<file path="src/rtl/core/mlfq_pkg.sv">
package mlfq_pkg;

	localparam int PID_W = 4;
	localparam int LVL_W = 4;
	localparam int NUM_LEVELS = 10;
	localparam int FUNC_W = 2;
	localparam int STATE_W = 2;
	localparam int QL_W = 9;
	localparam int Q_W = 8;
	localparam int CNT_W = 8;
	localparam int DEFAULT_NUM_PROCS = 16;

	localparam logic [LVL_W-1:0] TOP_PRIO = 4'd9;
	localparam logic [LVL_W-1:0] MAX_ADJ_PRIO = 4'd8;
	localparam logic [CNT_W-1:0] DEFER_MAX = 8'd255;
	localparam logic [Q_W-1:0] QUANTUM_DEFAULT = 8'd100;

	localparam logic [STATE_W-1:0] ST_CURRENT = 2'd0;
	localparam logic [STATE_W-1:0] ST_BLOCKED = 2'd1;

	localparam logic CLS_CPU = 1'b0;
	localparam logic CLS_IO = 1'b1;

	typedef enum logic [FUNC_W-1:0] {
		FUNC_RESCHED     = 2'd0,
		FUNC_DEFER_START = 2'd1,
		FUNC_DEFER_STOP  = 2'd2,
		FUNC_MAKE_READY  = 2'd3
	} func_t;

	localparam logic [Q_W-1:0] QUANTUM_TBL [NUM_LEVELS] = '{
		8'd200, 8'd180, 8'd160, 8'd120, 8'd100, 8'd80, 8'd60, 8'd40, 8'd20, 8'd10
	};

	// Request from the scheduler core to the ready levels
	typedef struct packed {
		logic             commit;
		logic             push_en;
		logic [LVL_W-1:0] push_lvl;
		logic [PID_W-1:0] push_pid;
		logic             pop_en;
		logic [LVL_W-1:0] pop_lvl;
	} lvl_req_t;

	// View of the ready levels for the item in flight
	typedef struct packed {
		logic [NUM_LEVELS-1:0] nonempty;
		logic                  pop_valid;
		logic [PID_W-1:0]      pop_pid;
	} lvl_rsp_t;

	function automatic logic [Q_W-1:0] quantum_of(input logic [LVL_W-1:0] prio);
		logic [Q_W-1:0] q;
		if (prio < LVL_W'(NUM_LEVELS)) begin
			q = QUANTUM_TBL[prio];
		end else begin
			q = QUANTUM_DEFAULT;
		end
		return q;
	endfunction

	// Move the priority by the class transition, clamped to 0..8; top level is fixed
	function automatic logic [LVL_W-1:0] adjust_prio(
		input logic [LVL_W-1:0] prio,
		input logic             orig,
		input logic             cls
	);
		logic [LVL_W:0]   up;
		logic [LVL_W-1:0] res;
		up = '0;
		res = prio;
		if (prio == TOP_PRIO) begin
			res = prio;
		end else if (orig == CLS_CPU && cls == CLS_CPU) begin
			res = (prio == '0) ? '0 : prio - 4'd1;
		end else if (orig == CLS_IO && cls == CLS_CPU) begin
			res = (prio < 4'd2) ? '0 : prio - 4'd2;
		end else begin
			up = {1'b0, prio} + ((orig == CLS_CPU) ? 5'd2 : 5'd1);
			res = (up > {1'b0, MAX_ADJ_PRIO}) ? MAX_ADJ_PRIO : up[LVL_W-1:0];
		end
		return res;
	endfunction

endpackage

</file>
<file path="src/rtl/core/mlfq_req_if.sv">
interface mlfq_req_if;
	logic                             valid;
	logic                             ready;
	logic [mlfq_pkg::FUNC_W-1:0]      func;
	logic [mlfq_pkg::PID_W-1:0]       target_pid;
	logic [mlfq_pkg::LVL_W-1:0]       ready_prio;
	logic [mlfq_pkg::STATE_W-1:0]     old_state;
	logic                             old_yielded;
	logic signed [mlfq_pkg::QL_W-1:0] quantum_left;

	modport source (
		output valid, func, target_pid, ready_prio, old_state, old_yielded, quantum_left,
		input  ready
	);
	modport sink (
		input  valid, func, target_pid, ready_prio, old_state, old_yielded, quantum_left,
		output ready
	);
endinterface

</file>
<file path="src/rtl/core/mlfq_rsp_if.sv">
interface mlfq_rsp_if;
	logic                       valid;
	logic                       ready;
	logic                       switched;
	logic [mlfq_pkg::PID_W-1:0] run_pid;
	logic [mlfq_pkg::Q_W-1:0]   quantum;
	logic [mlfq_pkg::LVL_W-1:0] old_prio;
	logic                       deferred;
	logic                       status;

	modport source (
		output valid, switched, run_pid, quantum, old_prio, deferred, status,
		input  ready
	);
	modport sink (
		input  valid, switched, run_pid, quantum, old_prio, deferred, status,
		output ready
	);
endinterface

</file>
<file path="src/rtl/core/mlfq_levels.sv">
module mlfq_levels #(
	parameter int NUM_PROCS = mlfq_pkg::DEFAULT_NUM_PROCS
) (
	input  logic               clk,
	input  logic               arst_n,
	input  mlfq_pkg::lvl_req_t lreq,
	output mlfq_pkg::lvl_rsp_t lrsp
);

	localparam int NUM_SLOTS = (NUM_PROCS < 2**mlfq_pkg::PID_W) ? NUM_PROCS
		: 2**mlfq_pkg::PID_W;
	localparam int SLOT_W = $clog2(NUM_SLOTS);

	logic [mlfq_pkg::NUM_LEVELS-1:0] nonempty_q;
	logic [mlfq_pkg::PID_W-1:0]      head_q [mlfq_pkg::NUM_LEVELS];
	logic [mlfq_pkg::PID_W-1:0]      tail_q [mlfq_pkg::NUM_LEVELS];
	logic [mlfq_pkg::PID_W-1:0]      link_q [NUM_SLOTS];

	logic [mlfq_pkg::NUM_LEVELS-1:0] push_sel;
	logic [mlfq_pkg::NUM_LEVELS-1:0] single;
	logic [mlfq_pkg::NUM_LEVELS-1:0] ne_post;
	logic [mlfq_pkg::NUM_LEVELS-1:0] ne_next;
	logic [mlfq_pkg::PID_W-1:0]      head_n [mlfq_pkg::NUM_LEVELS];
	logic [mlfq_pkg::PID_W-1:0]      tail_n [mlfq_pkg::NUM_LEVELS];
	logic [mlfq_pkg::PID_W-1:0]      push_tail;
	logic                            link_wr;
	logic [mlfq_pkg::PID_W-1:0]      pop_pid;
	logic                            pop_done;
	logic [mlfq_pkg::PID_W-1:0]      link_n;

	// Apply the pending push to every level's head and tail view
	always_comb begin
		for (int l = 0; l < mlfq_pkg::NUM_LEVELS; l++) begin
			push_sel[l] = lreq.push_en && (lreq.push_lvl == mlfq_pkg::LVL_W'(l));
			head_n[l] = (push_sel[l] && !nonempty_q[l]) ? lreq.push_pid : head_q[l];
			tail_n[l] = push_sel[l] ? lreq.push_pid : tail_q[l];
			single[l] = head_n[l] == tail_n[l];
		end
		ne_post = nonempty_q | push_sel;
	end

	// Pop the head of the chosen level, forwarding a link written by the push
	always_comb begin
		push_tail = tail_q[lreq.push_lvl];
		link_wr = lreq.push_en && nonempty_q[lreq.push_lvl];
		pop_pid = head_n[lreq.pop_lvl];
		pop_done = lreq.pop_en && ne_post[lreq.pop_lvl];
		link_n = (link_wr && push_tail == pop_pid) ? lreq.push_pid
			: link_q[pop_pid[SLOT_W-1:0]];
		ne_next = ne_post;
		if (pop_done && single[lreq.pop_lvl]) begin
			ne_next[lreq.pop_lvl] = 1'b0;
		end
	end

	assign lrsp.nonempty = nonempty_q;
	assign lrsp.pop_valid = pop_done;
	assign lrsp.pop_pid = pop_pid;

	// Track which levels hold a process
	always_ff @(posedge clk or negedge arst_n) begin
		if (!arst_n) begin
			nonempty_q <= '0;
		end else if (lreq.commit) begin
			nonempty_q <= ne_next;
		end
	end

	// Update heads, tails and links; a pop after a push on one level wins on the head
	always_ff @(posedge clk) begin
		if (lreq.commit) begin
			if (lreq.push_en) begin
				if (!nonempty_q[lreq.push_lvl]) begin
					head_q[lreq.push_lvl] <= lreq.push_pid;
				end else begin
					link_q[push_tail[SLOT_W-1:0]] <= lreq.push_pid;
				end
				tail_q[lreq.push_lvl] <= lreq.push_pid;
			end
			if (pop_done && !single[lreq.pop_lvl]) begin
				head_q[lreq.pop_lvl] <= link_n;
			end
		end
	end

endmodule

</file>
<file path="src/rtl/core/multilevel_feedback_scheduler.sv">
// A request beat goes through the input register, then the result register; one
// request can be taken every cycle unless rsp.ready stalls the result register.
// Throughput: 1 item per cycle when not stalled, set by the single decision path
// between the input and result registers. Reset (arst_n low) clears the running
// process to 0, all priorities and classes, the ready levels and the defer state.
module multilevel_feedback_scheduler #(
	parameter int NUM_PROCS = mlfq_pkg::DEFAULT_NUM_PROCS
) (
	input logic        clk,
	input logic        arst_n,
	mlfq_req_if.sink   req,
	mlfq_rsp_if.source rsp
);

	localparam int NUM_SLOTS = (NUM_PROCS < 2**mlfq_pkg::PID_W) ? NUM_PROCS
		: 2**mlfq_pkg::PID_W;
	localparam int SLOT_W = $clog2(NUM_SLOTS);

	// Input register
	logic                               v_s1;
	mlfq_pkg::func_t                    func_s1;
	logic [mlfq_pkg::PID_W-1:0]         target_pid_s1;
	logic [mlfq_pkg::LVL_W-1:0]         ready_prio_s1;
	logic [mlfq_pkg::STATE_W-1:0]       old_state_s1;
	logic                               old_yielded_s1;
	logic signed [mlfq_pkg::QL_W-1:0]   quantum_left_s1;

	// Result register
	logic                               v_s2;
	logic                               switched_s2;
	logic [mlfq_pkg::PID_W-1:0]         run_pid_s2;
	logic [mlfq_pkg::Q_W-1:0]           quantum_s2;
	logic [mlfq_pkg::LVL_W-1:0]         old_prio_s2;
	logic                               deferred_s2;
	logic                               status_s2;

	// Scheduler state
	logic [mlfq_pkg::PID_W-1:0]         cur_pid_q;
	logic [mlfq_pkg::LVL_W-1:0]         cur_prio_q;
	logic [mlfq_pkg::LVL_W-1:0]         prio_tbl_q [NUM_SLOTS];
	logic                               class_q [NUM_SLOTS];
	logic [mlfq_pkg::CNT_W-1:0]         defer_cnt_q;
	logic                               attempt_q;

	mlfq_pkg::lvl_req_t                 lreq;
	mlfq_pkg::lvl_rsp_t                 lrsp;

	logic                               adv;
	logic                               take;
	logic [SLOT_W-1:0]                  cur_slot;
	logic [SLOT_W-1:0]                  mr_slot;
	logic                               orig_cls;
	logic                               new_cls;
	logic                               qpos;
	logic [mlfq_pkg::LVL_W-1:0]         prio_new;
	logic [mlfq_pkg::LVL_W-1:0]         top_lvl;
	logic                               cnt_zero;
	logic                               do_resched;
	logic                               is_cur;
	logic                               keep;
	logic                               mr_ok;
	logic                               mr_bad;
	logic                               mr_is_cur;
	logic [mlfq_pkg::LVL_W-1:0]         mr_lvl;
	logic                               switch_now;
	logic [mlfq_pkg::LVL_W-1:0]         np;
	logic [mlfq_pkg::LVL_W-1:0]         res_old_prio;
	logic                               res_status;
	logic                               res_deferred;

	// Handshake: the result register frees the input register
	assign adv = v_s1 && (!v_s2 || rsp.ready);
	assign req.ready = !v_s1 || adv;
	assign take = req.valid && req.ready;

	always_ff @(posedge clk or negedge arst_n) begin
		if (!arst_n) begin
			v_s1 <= 1'b0;
			v_s2 <= 1'b0;
		end else begin
			if (take) begin
				v_s1 <= 1'b1;
			end else if (adv) begin
				v_s1 <= 1'b0;
			end
			if (adv) begin
				v_s2 <= 1'b1;
			end else if (rsp.ready) begin
				v_s2 <= 1'b0;
			end
		end
	end

	// Capture the request beat
	always_ff @(posedge clk) begin
		if (take) begin
			func_s1 <= mlfq_pkg::func_t'(req.func);
			target_pid_s1 <= req.target_pid;
			ready_prio_s1 <= req.ready_prio;
			old_state_s1 <= req.old_state;
			old_yielded_s1 <= req.old_yielded;
			quantum_left_s1 <= req.quantum_left;
		end
	end

	// Reclassify the running process and adjust its priority
	always_comb begin
		cur_slot = cur_pid_q[SLOT_W-1:0];
		orig_cls = class_q[cur_slot];
		qpos = (quantum_left_s1 != '0) && !quantum_left_s1[mlfq_pkg::QL_W-1];
		is_cur = old_state_s1 == mlfq_pkg::ST_CURRENT;
		if (old_state_s1 == mlfq_pkg::ST_BLOCKED) begin
			new_cls = mlfq_pkg::CLS_IO;
		end else if (is_cur && old_yielded_s1) begin
			new_cls = mlfq_pkg::CLS_IO;
		end else if (is_cur && qpos) begin
			new_cls = mlfq_pkg::CLS_CPU;
		end else begin
			new_cls = orig_cls;
		end
		prio_new = mlfq_pkg::adjust_prio(cur_prio_q, orig_cls, new_cls);
	end

	// Find the highest non-empty level above zero, else zero
	always_comb begin
		top_lvl = '0;
		for (int i = 1; i < mlfq_pkg::NUM_LEVELS; i++) begin
			if (lrsp.nonempty[i]) begin
				top_lvl = mlfq_pkg::LVL_W'(i);
			end
		end
	end

	// Decide the action for the item in the input register
	always_comb begin
		cnt_zero = defer_cnt_q == '0;
		do_resched = v_s1 && ((func_s1 == mlfq_pkg::FUNC_RESCHED && cnt_zero)
			|| (func_s1 == mlfq_pkg::FUNC_DEFER_STOP && defer_cnt_q == 8'd1 && attempt_q));
		keep = do_resched && is_cur && (prio_new > top_lvl);
		mr_bad = {28'd0, target_pid_s1} >= 32'(NUM_PROCS);
		mr_ok = v_s1 && func_s1 == mlfq_pkg::FUNC_MAKE_READY && !mr_bad;
		mr_lvl = (ready_prio_s1 > mlfq_pkg::TOP_PRIO) ? mlfq_pkg::TOP_PRIO : ready_prio_s1;
		mr_slot = target_pid_s1[SLOT_W-1:0];
		mr_is_cur = target_pid_s1 == cur_pid_q;

		lreq.commit = adv;
		lreq.push_en = mr_ok || (do_resched && is_cur && !keep);
		lreq.push_lvl = mr_ok ? mr_lvl : prio_new;
		lreq.push_pid = mr_ok ? target_pid_s1 : cur_pid_q;
		lreq.pop_en = do_resched && !keep;
		lreq.pop_lvl = top_lvl;

		switch_now = lrsp.pop_valid;
		np = (lrsp.pop_pid == cur_pid_q) ? prio_new
			: prio_tbl_q[lrsp.pop_pid[SLOT_W-1:0]];

		if (do_resched) begin
			res_old_prio = prio_new;
		end else if (mr_ok && mr_is_cur) begin
			res_old_prio = mr_lvl;
		end else begin
			res_old_prio = cur_prio_q;
		end
		res_deferred = func_s1 == mlfq_pkg::FUNC_RESCHED && !cnt_zero;
		res_status = (func_s1 == mlfq_pkg::FUNC_DEFER_STOP && cnt_zero)
			|| (func_s1 == mlfq_pkg::FUNC_MAKE_READY && mr_bad)
			|| (do_resched && !keep && !switch_now);
	end

	mlfq_levels #(
		.NUM_PROCS(NUM_PROCS)
	) u_levels (
		.clk    (clk),
		.arst_n (arst_n),
		.lreq   (lreq),
		.lrsp   (lrsp)
	);

	// Commit scheduler state as the item leaves the input register
	always_ff @(posedge clk or negedge arst_n) begin
		if (!arst_n) begin
			cur_pid_q <= '0;
			cur_prio_q <= '0;
			defer_cnt_q <= '0;
			attempt_q <= 1'b0;
			for (int s = 0; s < NUM_SLOTS; s++) begin
				prio_tbl_q[s] <= '0;
				class_q[s] <= mlfq_pkg::CLS_CPU;
			end
		end else if (adv) begin
			if (do_resched) begin
				class_q[cur_slot] <= new_cls;
				prio_tbl_q[cur_slot] <= prio_new;
				cur_prio_q <= switch_now ? np : prio_new;
				if (switch_now) begin
					cur_pid_q <= lrsp.pop_pid;
				end
			end
			if (mr_ok) begin
				prio_tbl_q[mr_slot] <= mr_lvl;
				if (mr_is_cur) begin
					cur_prio_q <= mr_lvl;
				end
			end
			unique case (func_s1)
				mlfq_pkg::FUNC_RESCHED: begin
					if (!cnt_zero) begin
						attempt_q <= 1'b1;
					end
				end
				mlfq_pkg::FUNC_DEFER_START: begin
					if (cnt_zero) begin
						attempt_q <= 1'b0;
					end
					if (defer_cnt_q != mlfq_pkg::DEFER_MAX) begin
						defer_cnt_q <= defer_cnt_q + 8'd1;
					end
				end
				mlfq_pkg::FUNC_DEFER_STOP: begin
					if (!cnt_zero) begin
						defer_cnt_q <= defer_cnt_q - 8'd1;
					end
				end
				mlfq_pkg::FUNC_MAKE_READY: begin
					attempt_q <= attempt_q;
				end
				default: begin
					attempt_q <= attempt_q;
				end
			endcase
		end
	end

	// Load the result register
	always_ff @(posedge clk) begin
		if (adv) begin
			switched_s2 <= switch_now;
			run_pid_s2 <= switch_now ? lrsp.pop_pid : cur_pid_q;
			quantum_s2 <= switch_now ? mlfq_pkg::quantum_of(np) : '0;
			old_prio_s2 <= res_old_prio;
			deferred_s2 <= res_deferred;
			status_s2 <= res_status;
		end
	end

	assign rsp.valid = v_s2;
	assign rsp.switched = switched_s2;
	assign rsp.run_pid = run_pid_s2;
	assign rsp.quantum = quantum_s2;
	assign rsp.old_prio = old_prio_s2;
	assign rsp.deferred = deferred_s2;
	assign rsp.status = status_s2;

endmodule

</file>
<file path="src/flat_wrapper.sv">
// flat-port wrapper written by rule: the top's interface ports become plain ports
module multilevel_feedback_scheduler_flat 
#(
	parameter int NUM_PROCS = mlfq_pkg::DEFAULT_NUM_PROCS
)
  (clk, arst_n, req_valid, req_func, req_target_pid, req_ready_prio, req_old_state, req_old_yielded, req_quantum_left, req_ready, rsp_valid, rsp_switched, rsp_run_pid, rsp_quantum, rsp_old_prio, rsp_deferred, rsp_status, rsp_ready);
  mlfq_req_if req_i ();
  mlfq_rsp_if rsp_i ();
  input logic clk;
  input logic arst_n;
  input wire logic [$bits(req_i.valid)-1:0] req_valid;
  input wire logic [$bits(req_i.func)-1:0] req_func;
  input wire logic [$bits(req_i.target_pid)-1:0] req_target_pid;
  input wire logic [$bits(req_i.ready_prio)-1:0] req_ready_prio;
  input wire logic [$bits(req_i.old_state)-1:0] req_old_state;
  input wire logic [$bits(req_i.old_yielded)-1:0] req_old_yielded;
  input wire logic [$bits(req_i.quantum_left)-1:0] req_quantum_left;
  output wire logic [$bits(req_i.ready)-1:0] req_ready;
  output wire logic [$bits(rsp_i.valid)-1:0] rsp_valid;
  output wire logic [$bits(rsp_i.switched)-1:0] rsp_switched;
  output wire logic [$bits(rsp_i.run_pid)-1:0] rsp_run_pid;
  output wire logic [$bits(rsp_i.quantum)-1:0] rsp_quantum;
  output wire logic [$bits(rsp_i.old_prio)-1:0] rsp_old_prio;
  output wire logic [$bits(rsp_i.deferred)-1:0] rsp_deferred;
  output wire logic [$bits(rsp_i.status)-1:0] rsp_status;
  input wire logic [$bits(rsp_i.ready)-1:0] rsp_ready;
  assign req_i.valid = req_valid;
  assign req_i.func = req_func;
  assign req_i.target_pid = req_target_pid;
  assign req_i.ready_prio = req_ready_prio;
  assign req_i.old_state = req_old_state;
  assign req_i.old_yielded = req_old_yielded;
  assign req_i.quantum_left = req_quantum_left;
  assign req_ready = req_i.ready;
  assign rsp_valid = rsp_i.valid;
  assign rsp_switched = rsp_i.switched;
  assign rsp_run_pid = rsp_i.run_pid;
  assign rsp_quantum = rsp_i.quantum;
  assign rsp_old_prio = rsp_i.old_prio;
  assign rsp_deferred = rsp_i.deferred;
  assign rsp_status = rsp_i.status;
  assign rsp_i.ready = rsp_ready;
  multilevel_feedback_scheduler #(.NUM_PROCS(NUM_PROCS)) u_core (.clk(clk), .arst_n(arst_n), .req(req_i), .rsp(rsp_i));
endmodule
</file>
<file path="config.mk">
export PLATFORM = sky130hd
export DESIGN_NAME = multilevel_feedback_scheduler_flat
export DESIGN_NICKNAME = d
export VERILOG_FILES = /design/src/rtl/core/mlfq_pkg.sv /design/src/rtl/core/mlfq_req_if.sv /design/src/rtl/core/mlfq_rsp_if.sv /design/src/rtl/core/mlfq_levels.sv /design/src/rtl/core/multilevel_feedback_scheduler.sv /design/src/flat_wrapper.sv
export SDC_FILE = /design/constraint.sdc
export NUM_CORES = 1
export LEC_CHECK = 0
export ABC_AREA = 0
export BUFFER_PORTS_ARGS = -buffer_cell sky130_fd_sc_hd__buf_4
export CAP_MARGIN = 25
export CORE_MARGIN = 10
export CORE_UTILIZATION = 67
export DETAILED_ROUTE_END_ITERATION = 16
export GPL_ROUTABILITY_DRIVEN = 1
export PLACE_DENSITY = 0.93
export SLEW_MARGIN = 20
export SYNTH_ARGS = -nofsm -noshare
export SYNTH_HDL_FRONTEND = slang
export SYNTH_SLANG_ARGS = --single-unit
</file>
<file path="constraint.sdc">
create_clock -name clk -period 20.5 [get_ports clk]
set_input_delay 4.1 -clock clk [delete_from_list [all_inputs] [get_ports clk]]
set_output_delay 4.1 -clock clk [all_outputs]
set_load 0.05 [all_outputs]
</file>
==> out/metrics.yaml <==
clock_tree:
  clk_pin_slew_worst_paths_ns: 0.06
  clockRootBuffer: "clkbuf_16"
  cts_buffer_depth: 3
  holdBufCountCts: 0
  clock-sinks: 317
  numCtsBuffers: 35
  worstSkewPairLatency_ns: 0.52
  htree_levels: 2
  cts_tree: "yes"
  cts_setup_buffers: 0
  post_cts_resized: 0
cells_and_area:
  drive_gt1_frac: 0.138
  multiInputGateArea_um2: 8450
  fillCellCount: 1676
  fin_util: 0.748
  area_growth_pct: 8.92
  seqCellArea_um2: 8970
  nets: 1790
synth:
  synthTopCellsByCount: "edfxtp_1, nor2_1, nand2_1, a21oi_1, dfrtp_1"
  syn-cell-area_um2: 18000
  synth_largest_area_cell: "edfxtp_1"
  synth-edff-count: 208
  synth-warning-count: 0
  synth_ff_type: "edfxtp_1"
  yosysSeqAreaShare: 0.499
  ys_types: 88
  synth.top_cell.area_share: 0.347
  syn_nets: 1799
  synth.avg_cell_area_um2: 10.2
  synth.most_common_cell: "edfxtp_1"
  async_flop_share: 0.344
  synth.area.top_cells: "edfxtp_1, dfrtp_1, mux2i_1, mux2_2, nor2_1"
  synth_cells: 1758
  synth-seq-cells: 317
grt:
  antenna_found_initial: 0
  grt_max_degree: 90
  grt_pass1_vias: 14600
  grt-ovfl-total: 0
  grtUsageTotal: 0.307
  grt_first_pass_wirelength_mm: 82.1
pwr:
  cellPowerDensity_nw_per_um2: 143
  leakagePower_nw: 7.26
  power_frac_seq: 0.304
  ir_drop_v: 0.000111
  total_power_w: 0.00281
  switching_share: 0.455
  combPwrFrac: 0.483
  power_switching_w: 0.00128
  clkPwrFrac: 0.214
  power.internal_w: 0.00153
drt:
  wl_mm: 52.9
  routed_via_density: 7.16
  vias: 15100
  routed.top_layer: "met4"
  first_pass_iters: 6
  ant_nets: 0
  m1WireLength_mm: 19.3
  drc: 0
  wl_met2_mm: 24.5
  wire_per_inst_um: 25.1
  first_iter_violations: 2388
  dr_wl_met3_mm: 6.00
sta:
  max_freq_mhz: 96.6
  fin_crit_ns: 10.35
  skew_ns: 0.0158
  final-setup-viol-count: 0
  fin_tns_setup_ns: 0
  tightest_slew_ns: 1.09
  rsz0062_at_grt: "false"
  relSlewSlack: 0.271
  hold_viol: 0
  maxSlewViolCount: 0
  timing.final.crit_share: 0.505
critical_path:
  critPathRequiredTime_ns: 20.84
  r2r_end: "u_core.rsp.quantum[5]"
  cp_slowest_cell: "dfrtp_1"
  cp_data_arrival_time_ns: 10.70
  reg2reg_from: "u_core.cur_pid_q[1]"
  crit_end: "u_core.rsp.quantum[5]"
  startpoint_type: "register"
  end_kind: "register"
  r2r_slack_ns: 10.15
  critPathMaxFanout: 48
  startpoint: "u_core.cur_pid_q[1]"
  rr_worst_depth: 32
  crit_type: "register to register"
  cpMostUsedCell: "ha_1"
  cpPeakStageDelay_ns: 0.87
place:
  port_buffers: 45
  gp_congestion: 1.03
  hpwl_mm: 34.9
die:
  coreArea_um2: 26200
  design.die.area_um2: 33800
  die_x_um: 184
  boundaryPins: 47
  die_height_um: 184
  rows: 59
  initial_core_util: 0.686
status:
  status: "completed"
job:
  drv_cap: 0
worst_hold_path:
  hold_path.class: "register to register"
cell usage in the layout, fill, tap and decap left out, types with 18 or more instances in the layout:
master     instances
buf_4             73
xor2_1            37
dfrtp_1          109
edfxtp_1         208
o21ai_0           69
a21oi_1          121
nand3_1           61
nand2_1          174
nor2b_1           18
o31ai_1           26
o22ai_1           71
nor2_1           175
mux2_2            71
inv_1             29
mux2i_1           86
clkbuf_16         36
xnor2_1           53
nor3_1            25
worst max-delay path, delay by kind of cell, from the launching register on:
family	cells	cell delay (ns)
buffers and inverters	4	1.50
multiplexers	4	1.24
adder cells (fa/ha/maj)	4	1.46
flip-flops	1	0.87
AO/OA/AOI/OAI	11	2.65
AND/OR/NAND/NOR	9	2.42
power by group through the flow:
stage          combinational [W]  clock, W  sequential (W)
2_1_floorplan           0.000911         0        0.000836
3_3_place_gp             0.00125         0        0.000857
4_1_cts                  0.00130  0.000602        0.000848
3_5_place_dp             0.00129         0        0.000858
6_report                 0.00136  0.000600        0.000853
5_1_grt                  0.00143  0.000626        0.000859
cell type report:
cell class | count | area share
antenna | 2 | 0.000255
tap | 335 | 0.0214
timing repair buffer | 74 | 0.0282
inverter | 33 | 0.00632
sequential | 317 | 0.458
clock buffer | 44 | 0.0480
multi-input combinational | 1288 | 0.431
clock inverter | 17 | 0.00670
registers in the layout, indices dropped and copies added (netlist names), 4 cells and up:
register,cells
u_core.u_levels.nonempty_q,10
u_core.u_levels.head_q,40
u_core.rsp.run_pid,4
u_core.mr_slot,4
u_core.u_levels.tail_q,64
u_core.ready_prio_s1,4
u_core.u_levels.link_q,64
u_core.cur_pid_q,4
u_core.defer_cnt_q,8
u_core.rsp.old_prio,4
u_core.quantum_left_s1,9
u_core.cur_prio_q,4
u_core.prio_tbl_q,64
u_core.rsp.quantum,7
u_core.class_q,16
through the flow:
stage	area, um2	cells	worst slack [ns]	hold WS [ns]
after floorplan	18000	1758	11.65	0.449
after global placement	18500	2046	10.90	0.477
after detailed placement	18500	2046	10.41	0.480
after CTS	19600	2107	10.40	0.494
after global routing	19600	2108	9.73	0.544
final	19600	2110	10.15	0.496
layer usage:
metal,global-route usage,vias up
met5,0,-
met4,0.168,0
met3,0.0625,282
met2,0.490,1205
met1,0.385,7121
li1,-,6504
cells by family (layout without fill, tap and decap cells):
family,Yosys count,count (layout),synth area share
buffers and inverters,153,168,0.0351
other,1,3,0.000208
AND/OR/NAND/NOR,584,584,0.154
adder cells (fa/ha/maj),15,15,0.0109
XOR/XNOR,90,90,0.0438
AO/OA/AOI/OAI,432,432,0.157
multiplexers,166,166,0.100
flip-flops,317,317,0.499
worst min-delay path by stage:
stage,to,cells after the start,startpoint
global route,u_core.class_q[5],2,u_core.class_q[5]
global placement,u_core.class_q[7],2,u_core.class_q[7]
finish,u_core.class_q[5],2,u_core.class_q[5]
detailed placement,u_core.class_q[5],2,u_core.class_q[5]
CTS,u_core.class_q[5],2,u_core.class_q[5]
floorplan,u_core.class_q[7],2,u_core.class_q[7]
No activity file was read; power rests on OpenSTA's default activity.
